### src/rtl/mlfq_ram.sv
// ----------------------------------------------------------------------------
// mlfq_ram
// Generic single write port, single read port RAM with registered read.
// ----------------------------------------------------------------------------
module mlfq_ram #(
  parameter int unsigned WIDTH = 8,
  parameter int unsigned DEPTH = 16
) (
  input  logic                     clk_i,
  input  logic                     we_i,
  input  logic [$clog2(DEPTH)-1:0] waddr_i,
  input  logic [WIDTH-1:0]         wdata_i,
  input  logic [$clog2(DEPTH)-1:0] raddr_i,
  output logic [WIDTH-1:0]         rdata_o
);

  logic [WIDTH-1:0] mem_q [DEPTH];

  // write and registered read
  always_ff @(posedge clk_i) begin
    if (we_i) begin
      mem_q[waddr_i] <= wdata_i;
    end
    rdata_o <= mem_q[raddr_i];
  end

endmodule

### config.mk
export PLATFORM = sky130hd
export DESIGN_NAME = mlfq_ram
export DESIGN_NICKNAME = d
export VERILOG_FILES = /design/src/rtl/mlfq_ram.sv
export SDC_FILE = /design/constraint.sdc
export NUM_CORES = 1
export LEC_CHECK = 0
export ABC_CLOCK_PERIOD_IN_PS = 2500
export BUFFER_PORTS_ARGS = -buffer_cell sky130_fd_sc_hd__clkbuf_2
export CORE_MARGIN = 2
export CORE_UTILIZATION = 30
export CTS_BUF_LIST = sky130_fd_sc_hd__clkbuf_2
export CTS_CLUSTER_DIAMETER = 80
export DETAILED_ROUTE_END_ITERATION = 10
export GPL_TIMING_DRIVEN = 0
export PLACE_DENSITY = 0.46
export SYNTH_ARGS = -nofsm -noshare
export SYNTH_HDL_FRONTEND = slang
export SYNTH_SLANG_ARGS = --single-unit
### constraint.sdc
create_clock -name clk_i -period 2.5 [get_ports clk_i]
set_input_delay 0.5 -clock clk_i [delete_from_list [all_inputs] [get_ports clk_i]]
set_output_delay 0.5 -clock clk_i [all_outputs]
set_load 0.1 [all_outputs]
==> flow_summary.ini <==
[timing]
max_freq_mhz = 507
slew-limit-headroom_pct = 15.8
fin_crit_ps = 1970
timing.final.max_slew_violations = 0
rsz0062_at_grt = no
max_slew.worst_pin.slew_ps = 1250
hold_viol = 0
holdWs_ps = 260
post-route-period-util_pct = 78.8
setup_slack_ps = 529
fin_skew_ps = 31.2
setup_viol_count_final = 0

[synth]
yosysWarningCount = 0
synth_area_mm2 = 0.00515
synth.top_cell.area_share_pct = 74.7
yosys.area.top_type = edfxtp_1
ys_async_sr_fraction_pct = 0
ys_seq_elements = 136
synth_common_cells = edfxtp_1, mux4_2, a22oi_1, mux4_1, nor2_1
ys_seq_area_share_pct = 77.8
syn_area_per_cell_um2 = 22.5
synth.net_count = 247
post-synth-top-count-cell = edfxtp_1
netlist_top_cells_area = edfxtp_1, mux4_2, mux4_1
synth-edff-count = 128
synth_ff_type = edfxtp_1
ys_types = 19
synthCells = 229

[layout]
area_growth_pct = 11.9
layout.nets = 291
design_area_mm2 = 0.00576
nFillCells = 1601
drive_above_1_share_pct = 28.0

[placement]
place.port_buffers = 24
dp_slack_ps = 140
dp_hpwl_um = 6980
place_area_mm2 = 0.00555
gp_congestion = 0.716

[power]
p_leak_nw = 1.88
ir_drop_v = 0.000236
power_mw = 4.11
p_per_area_mw_per_mm2 = 713

[die]
dieWidth_um = 135
start_util_pct = 30.8
ios = 26
fp-row-count = 47
design.die.area_mm2 = 0.0182
coreArea_mm2 = 0.0167
die_h_um = 135

[critical_path]
cp_top_family = buffers and inverters
cp.required_ps = 2000
crit_buf_inv = 1
rrSetupSlack_ps = 1090
cp-start-kind = register
worstSetupPathType = register to primary output
crit_path_end_kind = primary output
rr_worst_depth = 3
max_stage_delay_ps = 450
path_cells = clkbuf_2
reg2reg_to = rdata_o[2]
crit_slowest_cell = clkbuf_2
reg2reg_from = mem_q[5][2]
crit_fanout = 1
crit_arrival_ps = 1470

[global_routing]
grt_pass1_vias = 2385
antenna_found_initial = 1
grt_pass1_wl_um = 16100
grtUsageTotal_pct = 13.1
grt_max_degree = 17
grt_overflow = 0

[detailed_routing]
detail-route-antenna-nets = 0
first_iter_violations = 274
dr.pass1.iters = 5
via_per_inst = 4.73
wl_per_cell_um = 21.8
wl_um = 11100
num_vias = 2400
drc_errors = 0

[worst_hold_path]
hold_depth = 1
min_to = mem_q[12][2]
hp-start = wdata_i[2]
hold_class = input port to register

[clock_tree]
cts_tree = done
clkTransAtPathRegs_ps = 200
post_cts_resized = 0
insertion_delay_ps = 680
cts_made_buffers = 17
htreeDepth = 4
clock-root-buffer = clkbuf_2
postCtsSetupRepairBufs = 0
clk_path_buf_depth = 2
cts_num_sinks = 136
cts-hold-fix-buffers = 0

[job]
maxCapViolCount = 0

[status]
status = completed
==> flip-flops by register name, indices dropped and copies added, names as in the netlist <==
register / flops
mem_q: 128
rdata_o: 8
==> through the flow <==
stage | std cells | setup TNS [ps] | utilization (%)
after detailed placement | 474 | 0 | 33.2
final | 507 | 0 | 34.5
after global placement | 473 | -1380 | 33.2
after global routing | 507 | 0 | 34.5
after floorplan | 229 | 0 | -
after CTS | 506 | 0 | 34.5
==> cells by family after synthesis <==
logic type,after synthesis,synth area share (%)
flops,136,77.8
simple gates,35,3.18
mux,32,15.0
compound gates,16,2.33
buf+inv,10,1.68
==> power breakdown <==
part	internal, mW	leakage, nW	switching [mW]
logic	0.101	0.525	0.258
clock network	0.431	0.130	0.759
registers	2.55	1.22	0.0115
==> cells in the final DEF, fill, tap and decap left out, types with 2 or more instances in the layout <==
cell type / Yosys / layout
dfxtp_1: 8 / 8
nor3_1: 4 / 3
buf_4: 1 / 2
buf_2: 3 / 3
edfxtp_1: 128 / 128
clkinv_1: 0 / 7
nor2_1: 13 / 13
buf_6: 3 / 3
a22oi_1: 16 / 16
clkdlybuf4s25_2: 3 / 3
bufinv_16: 0 / 2
nand2b_1: 2 / 2
clkinv_2: 0 / 4
clkbuf_2: 0 / 42
nand2_1: 9 / 9
mux4_2: 18 / 18
nand3b_1: 2 / 2
mux4_1: 14 / 14
==> area by class of cell <==
cell class | count | area, um2 | area share [%]
diodes | 1 | 2.50 | 0.0434
plain buffers | 10 | 86.3 | 1.50
clock buffers | 18 | 90.1 | 1.56
clock inverters | 14 | 114 | 1.98
well taps | 220 | 275 | 4.78
multi-input cells | 83 | 1060 | 18.4
repair buffers | 25 | 128 | 2.21
flip-flops and latches | 136 | 4000 | 69.5
==> per-layer routing <==
metal / up-vias / GRT usage, % / wire (um)
met5: - / 0 / 0
li1: 1068 / - / -
met4: 0 / 5.03 / 114
met3: 8 / 3.98 / 502
met1: 1263 / 18.0 / 5220
met2: 61 / 19.5 / 5230
==> how the worst max path moves through the flow <==
stage / cells past startpoint / from / end
5_1_grt: 1 / rdata_o[0] / rdata_o[0]
3_3_place_gp: 3 / waddr_i[2] / mem_q[0][7]
4_1_cts: 1 / rdata_o[0] / rdata_o[0]
6_report: 1 / rdata_o[0] / rdata_o[0]
3_5_place_dp: 3 / waddr_i[3] / mem_q[4][0]
2_1_floorplan: 2 / waddr_i[2] / mem_q[0][0]
Note: power is estimated with default switching activity, not from simulation.
