### src/rtl/mlfq_rem.sv
// ----------------------------------------------------------------------------
// mlfq_rem
// Bit-serial remainder unit: 32-bit dividend modulo 16-bit divisor,
// one restoring shift-subtract step per cycle.
// ----------------------------------------------------------------------------
module mlfq_rem (
  input  logic        clk_i,
  input  logic        rst_ni,
  input  logic        start_i,
  input  logic [31:0] dividend_i,
  input  logic [15:0] divisor_i,
  output logic        done_o,
  output logic [15:0] rem_o
);

  logic [31:0] div_q, div_d;
  logic [15:0] dsr_q, dsr_d;
  logic [16:0] r_q, r_d;
  logic [5:0]  cnt_q, cnt_d;
  logic        done_q, done_d;
  logic [16:0] r_sh;

  // operand load on start, else one shift-subtract step
  always_comb begin
    r_sh   = {r_q[15:0], div_q[31]};
    div_d  = div_q;
    dsr_d  = dsr_q;
    r_d    = r_q;
    cnt_d  = cnt_q;
    done_d = 1'b0;
    if (start_i) begin
      div_d = dividend_i;
      dsr_d = divisor_i;
      r_d   = '0;
      cnt_d = 6'd32;
    end else if (cnt_q != '0) begin
      div_d = {div_q[30:0], 1'b0};
      r_d   = (r_sh >= {1'b0, dsr_q}) ? r_sh - {1'b0, dsr_q} : r_sh;
      cnt_d = cnt_q - 6'd1;
      done_d = (cnt_q == 6'd1);
    end
  end

  // control state
  always_ff @(posedge clk_i or negedge rst_ni) begin
    if (!rst_ni) begin
      cnt_q  <= '0;
      done_q <= 1'b0;
    end else begin
      cnt_q  <= cnt_d;
      done_q <= done_d;
    end
  end

  // datapath
  always_ff @(posedge clk_i) begin
    div_q <= div_d;
    dsr_q <= dsr_d;
    r_q   <= r_d;
  end

  assign done_o = done_q;
  assign rem_o  = r_q[15:0];

endmodule

### config.mk
export PLATFORM = sky130hd
export DESIGN_NAME = mlfq_rem
export DESIGN_NICKNAME = d
export VERILOG_FILES = /design/src/rtl/mlfq_rem.sv
export SDC_FILE = /design/constraint.sdc
export NUM_CORES = 1
export LEC_CHECK = 0
export BUFFER_PORTS_ARGS = -buffer_cell sky130_fd_sc_hd__buf_2
export CORE_AREA = 2 2 96 98
export DETAILED_ROUTE_END_ITERATION = 10
export DIE_AREA = 0 0 98 100
export PLACE_DENSITY_LB_ADDON = 0.15
export SETUP_SLACK_MARGIN = 0.1
export SYNTH_ARGS = -nofsm -noshare
export SYNTH_HDL_FRONTEND = slang
export SYNTH_SLANG_ARGS = --single-unit
export TNS_END_PERCENT = 10
### constraint.sdc
create_clock -name clk_i -period 2.44 [get_ports clk_i]
set_clock_uncertainty 0.1 [all_clocks]
set_input_delay 0.244 -clock clk_i [delete_from_list [all_inputs] [get_ports clk_i]]
set_output_delay 0.244 -clock clk_i [all_outputs]
set_load 0.01 [all_outputs]
==> out/qor.yml, run 1 <==
synthesis:
  synth_top_area_share_pct: 39.29
  ys_warn_count: 0
  synth_fp_nets: 384
  ys_seq_elements: 71
  synthCells: 314
  synth-edff-count: 48
  yosys.area.top_type: "edfxtp_1"
  ys_top_cells_by_area: "edfxtp_1 39%, mux2_2 9.5%, dfxtp_1 8.7%"
  syn_area_um2: 3669
  synth_seq_area_share_pct: 52.80
  synthArstFlopShare_pct: 9.859
  post_synth.cell_area_avg_um2: 11.68
  ys.flop_type: "edfxtp_1"
  ys_types: 49
worst_setup_path:
  cpPeakStageDelay_ps: 380
  crit_fanout: 6
  cp_common_cell: "a21oi_4"
  critPathKind: "reg2reg"
  critPathLaunchType: "register"
  crit_required_ps: 2550
  worstPathArrival_ps: 2430
  crit_chain: "inv_1 > ha_2 > a21oi_2 > nand2_1 > a221o_1 > a21oi_4 > a21oi_4 > buf_4 > mux2i_2 > o21ai_0"
  critPathCaptureType: "register"
  slowest_stage: "a221o_1"
floorplanning:
  start_util_pct: 41.27
  rows: 35
  dieHeight_um: 100
  chipWidth_um: 98
  dieArea_um2: 9800
  pin_count: 68
  coreArea_um2: 8890
route:
  routed_wl_mm: 7.706
  drt_iter0_drc: 79
  drc: 0
  dr.pass1.iters: 4
  avgRoutedWirePerCell_um: 14.43
  vias_per_cell: 5.060
  ant_nets: 0
  vias: 2702
layout:
  antenna_cells: 0
  final-seq-area_um2: 1937
  post-route-util_pct: 52.77
  n_fill_cell: 814
  nNetsFinal: 489
  layout_commonest_cell: "buf_2"
  multi_input_area_um2: 1670
  drive_above_1_share_pct: 37.35
  area_growth_pct: 27.86
  layout_common_cells: "67 x buf_2, 48 x edfxtp_1, 31 x mux2_2, 31 x nand2_1, 21 x inv_1"
global_routing:
  grt_usage_pct: 15.87
  grt_pass1_wl_mm: 12.33
  overflow: 0
  antenna_found_initial: 0
  grt_start_max_net_pins: 41
  grt_pass1_vias: 2683
sta:
  setup_tns_ps: 0
  slew_violations: 0
  worst_pin_slew_ps: 495.9
  finalWorstSetupSlack_ps: 124.7
  setup_viol: 0
  maxSlewHeadroom_pct: 66.08
  rsz0062_at_grt: "true"
  layout_min_cycle_time_ps: 2315
  finalHoldViolations: 0
  post-route-period-util_pct: 94.89
  fmax_mhz: 431.9
pwr:
  vdd.ir_drop.worst_mv: 0.3371
  p_seq_share_pct: 49.7
  combPwrFrac_pct: 22.0
  internal-power_mw: 2.326
  total_power_mw: 3.229
  p_sw_share_pct: 27.96
  clkPwrFrac_pct: 28.3
  switching_power_mw: 0.9027
  p_per_area_nw_per_um2: 688.4
  p_leak_nw: 1.988
clock_tree:
  clock-root-buffer: "clkbuf_8"
  numCtsBuffers: 9
  clkTransAtPathRegs_ps: 80
  clk_latency_ps: 350
  clock_path_buffers: 2
  cts_tree: "built"
  cts.sinks: 71
  cts_htree_levels: 3
place:
  dpl.hpwl_mm: 5.459
  dpl_worst_slack_ps: -17.04
  io_buffer_count: 67
  place.gp.congestion: 0.8317
flow_run:
  drv_cap: 0
status:
  status: "complete, no violations"
min_path:
  min_path_type: "in2reg"
## cells by family after synthesis
family,count (synthesis),synth area share [%]
AOI/OAI and AO/OA,63,11.32
xor gates and xnor gates,17,4.059
adders and majority gates,19,6.685
buffers and inverters,33,3.785
DFF,71,52.80
muxes,41,12.24
and+or+nand+nor,70,9.107
## power by group through the flow
| stage | logic, mW | registers (mW) | clock network [mW] |
|---|---|---|---|
| after floorplan | 0.460 | 1.61 | 0 |
| after global placement | 0.641 | 1.63 | 0 |
| after detailed placement | 0.659 | 1.63 | 0 |
| after CTS | 0.688 | 1.61 | 0.943 |
| after global routing | 0.793 | 1.63 | 0.992 |
| final | 0.711 | 1.60 | 0.913 |
## final cells by class
cell class	count	area share, %
inverters	23	1.840
clock inverters	6	1.334
well taps	111	2.961
flip-flops and latches	71	41.29
multi-input cells	210	35.61
repair buffers	104	14.32
clock buffers	9	2.641
## metrics by stage
| stage | hold slack (ps) | std cells | cell area, µm² |
|---|---|---|---|
| 2_1_floorplan | -151.6 | 314 | 3669 |
| 3_3_place_gp | -9.770 | 497 | 4215 |
| 3_5_place_dp | -12.60 | 497 | 4215 |
| 4_1_cts | 64.64 | 531 | 4598 |
| 5_1_grt | 75.59 | 534 | 4691 |
| 6_report | 79.45 | 534 | 4691 |
## worst paths after layout
check	startpoint	end	slack, ps	cells past startpoint
min in group asynchronous	rst_ni	cnt_q[4]	150	2
setup reg to reg	dsr_q[11]	r_q[1]	120	10
hold reg to reg	r_q[8]	r_q[8]	390	2
hold / removal	dividend_i[0]	div_q[0]	80	2
setup / recovery	dsr_q[11]	r_q[1]	120	10
max in group asynchronous	rst_ni	cnt_q[0]	1930	2
## layer usage
metal	part of all wire, %	GRT usage, %	vias to the layer above
met5	0	0	-
li1	-	-	1352
met3	4.2	4.039	10
met1	45	19.60	1292
met2	49	26.34	48
met4	2.0	7.158	0
## timing repair
item	in CTS	in global routing
hold endpoints to repair	23	0
resized for setup	3	18
hold buffers	17	0
buffers inserted	2	3
pin swaps	2	12
endpoints found under the setup margin	12	16
## Yosys cell counts (all sizes together), types with 2 or more instances
| library cell | n |
|---|---|
| a2111oi | 2 |
| mux2i | 10 |
| o221ai | 5 |
| nand2 | 34 |
| edfxtp | 48 |
| a21oi | 19 |
| xnor2 | 9 |
| clkbuf | 3 |
| inv | 23 |
| and2 | 2 |
| nor4 | 2 |
| dfrtp | 7 |
| a21o | 3 |
| o21ai | 20 |
| dfxtp | 16 |
| a211o | 2 |
| ha | 18 |
| xor2 | 8 |
| buf | 7 |
| o2111ai | 2 |
| a31oi | 3 |
| nor2b | 4 |
| nor2 | 13 |
| nand3 | 4 |
| mux2 | 31 |
| nor3 | 4 |
## flip-flops by register name (all words and copies together), names as in the netlist
| register | cells |
|---|---|
| dsr_q | 16 |
| cnt_q | 6 |
| done_o | 1 |
| r_q | 16 |
| div_q | 32 |
## critical path, delay by kind of cell (launching register included)
kind,cells,cell delay (ps)
AO/OA/AOI/OAI,5,890
flip-flops,1,360
adder cells (fa/ha/maj),1,310
buffers and inverters,2,250
AND/OR/NAND/NOR,1,60
multiplexers,1,200
Power figures use the tool's default switching activity.
==> run 2, diff against run 1 <==
--- a/config.mk
+++ b/config.mk
@@ -5,10 +5,12 @@
 export SDC_FILE = /design/constraint.sdc
 export NUM_CORES = 1
 export LEC_CHECK = 0
+export ABC_AREA = 1
 export BUFFER_PORTS_ARGS = -buffer_cell sky130_fd_sc_hd__buf_2
-export CORE_AREA = 2 2 96 98
+export CORE_AREA = 2 2 102 104
 export DETAILED_ROUTE_END_ITERATION = 10
-export DIE_AREA = 0 0 98 100
+export DIE_AREA = 0 0 104 106
+export GPL_TIMING_DRIVEN = 0
 export PLACE_DENSITY_LB_ADDON = 0.15
 export SETUP_SLACK_MARGIN = 0.1
 export SYNTH_ARGS = -nofsm -noshare
==> constraint.sdc (replaced) <==
create_clock -name clk_i -period 2.4 [get_ports clk_i]
set_clock_uncertainty 0.1 [all_clocks]
set_input_delay 0.24 -clock clk_i [delete_from_list [all_inputs] [get_ports clk_i]]
set_output_delay 0.24 -clock clk_i [all_outputs]
set_load 0.01 [all_outputs]
==> out/qor.yml, run 2 <==
sta:
  finalHoldViolations: 0  # unchanged
  worst_pin_slew_ps: 500.1  # was 495.9 ps
  holdWs_ps: 38.24  # was 79.45 ps
  maxSlewHeadroom_pct: 66.66  # was 66.08%
  layout_min_cycle_time_ps: 2180  # was 2315 ps
  finalWorstSetupSlack_ps: 220.4  # was 124.7 ps
  fmax_mhz: 458.8  # was 431.9 MHz
  setup_viol: 0  # unchanged
  setup_tns_ps: 0  # unchanged
  post-route-period-util_pct: 90.82  # was 94.89%
  rsz0062_at_grt: "true"  # unchanged
  slew_violations: 0  # unchanged
synthesis:
  synthAdderAreaFrac_pct: 5.904  # was 6.685%
  synth_top_family_by_area: "simple AND/OR/NAND/NOR gates"  # was multiplexers
  synth_commonest_cells: "199 x nand2_1, 71 x inv_1, 48 x edfxtp_1"  # was 48 x edfxtp_1, 32 x nand2_1, 31 x mux2_2
  ys.flop_type: "edfxtp_1"  # unchanged
  synth_fp_nets: 579  # was 384
  ys_warn_count: 0  # unchanged
  ys_seq_elements: 71  # unchanged
  synth_seq_area_share_pct: 46.63  # was 52.80%
  synth_xor_area_share_pct: 1.898  # was 4.059%
  synthArstFlopShare_pct: 9.859  # unchanged
  synth_compound_area_share_pct: 3.042  # was 11.32%
  synth_top_area_share_pct: 34.70  # was 39.29%
  synthCells: 509  # was 314
  post_synth.cell_area_avg_um2: 8.161  # was 11.68 µm²
  ys_top_cells_by_area: "edfxtp_1 35%, nand2_1 18%, dfxtp_1 7.7%"  # was edfxtp_1 39%, mux2_2 9.5%, dfxtp_1 8.7%
  ys_types: 37  # was 49
  yosysMostFrequentCell: "nand2_1"  # was edfxtp_1
  synth_mux_area_share_pct: 0  # was 12.24%
  synth-edff-count: 48  # unchanged
  yosys.area_share.simple_pct: 33.80  # was 9.106%
  syn_area_um2: 4154  # was 3669 µm²
  yosys.area.top_type: "edfxtp_1"  # unchanged
worst_setup_path:
  path_buf_inv: 3  # was 2
  crit_required_ps: 2540  # was 2550 ps
  r2r-start: "r_q[11]"  # was dsr_q[11]
  worstPathArrival_ps: 2320  # was 2430 ps
  critical_path.top_delay_family: "simple AND/OR/NAND/NOR gates"  # was compound AO/OA/AOI/OAI gates
  slowest_stage: "ha_1"  # was a221o_1
  cp.depth: 12  # was 10
  crit_chain: "ha_1 > nand2_1 > inv_1 > nand2_1 > nor3_4 > nor2_4 > buf_12 > nand2_4 > buf_12 > nand3_2 > nand3_2 > nand2_1"  # was inv_1 > ha_2 > a21oi_2 > nand2_1 > a221o_1 > a21oi_4 > a21oi_4 > buf_4 > mux2i_2 > o21ai_0
  cpPeakStageDelay_ps: 390  # was 380 ps
  crit_fanout: 10  # was 6
  ff2ff_path_depth: 12  # was 10
  critPathKind: "reg2reg"  # unchanged
  critPathCaptureType: "register"  # unchanged
  rrSetupSlack_ps: 220  # was 120 ps
  cp_common_cell: "nand2_1"  # was a21oi_4
  critPathLaunchType: "register"  # unchanged
  r2r_end: "r_q[11]"  # was r_q[1]
route:
  drt_iter0_drc: 164  # was 79
  ant_nets: 0  # unchanged
  vias_per_cell: 4.586  # was 5.060
  avgRoutedWirePerCell_um: 12.36  # was 14.43 µm
  dr.pass1.iters: 4  # unchanged
  drc: 0  # unchanged
  routed_wl_mm: 9.223  # was 7.706 mm
  vias: 3421  # was 2,702
global_routing:
  grt_pass1_vias: 3407  # was 2,683
  overflow: 0  # unchanged
  antenna_found_initial: 0  # unchanged
  grt_usage_pct: 17.92  # was 15.87%
  grt_pass1_wl_mm: 15.83  # was 12.33 mm
  grt_start_max_net_pins: 42  # was 41
pwr:
  p_per_area_nw_per_um2: 1145  # was 688.4 nW/µm²
  vdd.ir_drop.worst_mv: 0.3908  # was 0.3371 mV
  p_leak_nw: 2.626  # was 1.988 nW
  total_power_mw: 5.851  # was 3.229 mW
status:
  status: "complete, no violations"  # unchanged
place:
  placed_area_um2: 4659  # was 4215 µm²
  place.gp.congestion: 0.8798  # was 0.8317
  io_buffer_count: 67  # unchanged
  dpl_worst_slack_ps: 79.08  # was -17.04 ps
  post-place-cells: 712  # was 497
  dpl.hpwl_mm: 6.701  # was 5.459 mm
floorplanning:
  coreArea_um2: 10000  # was 8890 µm²
  start_util_pct: 41.54  # was 41.27%
  dieArea_um2: 11020  # was 9800 µm²
  chipWidth_um: 104  # was 98 µm
  rows: 37  # was 35
  dieHeight_um: 106  # was 100 µm
  pin_count: 68  # unchanged
min_path:
  min-delay-start: "dividend_i[0]"  # unchanged
  holdPathEnd: "div_q[0]"  # unchanged
  holdPathStages: 3  # was 2
  min_path_type: "in2reg"  # unchanged
clock_tree:
  cts_tree: "built"  # unchanged
  clk_latency_ps: 350  # about the same
  cts.sinks: 71  # unchanged
  clock-root-buffer: "clkbuf_8"  # unchanged
  clkTransAtPathRegs_ps: 90  # was 80 ps
  clock_path_buffers: 2  # unchanged
  numCtsBuffers: 9  # unchanged
  cts_htree_levels: 3  # unchanged
layout:
  regMostFlops: "div_q"  # unchanged
  drive_above_1_share_pct: 21.48  # was 37.35%
  n_fill_cell: 994  # was 814
  layout_commonest_cell: "nand2_1"  # was buf_2
  final-seq-area_um2: 1937  # unchanged
  nNetsFinal: 675  # was 489
  postLayoutCellArea_um2: 5109  # was 4691 µm²
  largest_register_ff_count: 32  # unchanged
  post-route-util_pct: 51.09  # was 52.77%
  antenna_cells: 0  # unchanged
  multi_input_area_um2: 1857  # was 1670 µm²
  layout_common_cells: "199 x nand2_1, 71 x inv_1, 68 x buf_2, 48 x edfxtp_1, 29 x nand3_1"  # was 67 x buf_2, 48 x edfxtp_1, 31 x mux2_2, 31 x nand2_1, 21 x inv_1
  final_cells: 746  # was 534
  reg.largest.list: "div_q x32, dsr_q x16, r_q x16"  # unchanged
  area_growth_pct: 22.98  # was 27.86%
flow_run:
  drv_cap: 0  # unchanged
## run 2: timing repair
| action | 4_1_cts | 5_1_grt |
|---|---|---|
| setup endpoints to repair | 0 | 9 |
| endpoints found under the hold margin | 23 | 0 |
| hold buffers | 17 | 0 |
| buffers inserted | 0 | 1 |
| resized for setup | 0 | 4 |
## run 2: power by group
group | internal [mW] | total, mW | switching, mW | leakage [nW]
sequential | 1.64 | 1.83 | 0.187 | 0.729
combinational | 1.12 | 2.80 | 1.68 | 1.77
clock | 0.707 | 1.22 | 0.513 | 0.126
## run 2: area by class of cell
type | instances | share of cell area [%]
buffer | 12 | 1.567
clock buffer | 9 | 2.425
clock inverter | 7 | 2.498
inverter | 76 | 5.633
multi-input combinational | 350 | 36.35
sequential | 71 | 37.91
tap | 136 | 3.331
timing repair buffer | 85 | 10.29
## run 2: logic make-up (layout without fill, tap and decap cells)
| group | after synthesis | count (layout) |
|---|---|---|
| and+or+nand+nor | 300 | 300 |
| buffers and inverters | 88 | 189 |
| DFF | 71 | 71 |
| AOI/OAI and AO/OA | 22 | 22 |
| adders and majority gates | 19 | 19 |
| xor gates and xnor gates | 9 | 9 |
## run 2: worst max path at each step
stage          slack [ps]      end       from
6_report              220  r_q[11]    r_q[11]
5_1_grt                90  r_q[15]  dsr_q[14]
4_1_cts               240   r_q[7]  dsr_q[11]
3_5_place_dp           80   r_q[7]    start_i
3_3_place_gp          140   r_q[7]    start_i
2_1_floorplan         510   r_q[8]  div_q[31]
## run 2: layer usage
metal / wire length [µm] / up-vias / GRT usage [%]
met1: 4274 / 1540 / 21.97
li1: - / 1805 / -
met5: 0 / - / 0
met3: 374 / 12 / 3.985
met2: 4407 / 64 / 31.25
met4: 165 / 0 / 6.081
## run 2: worst reg2reg max path: cells and delay by family (launching register included)
kind          cells  cell delay (ps)
flops             1              350
fa+ha+maj         1              390
simple gates      8              820
buf+inv           3              420
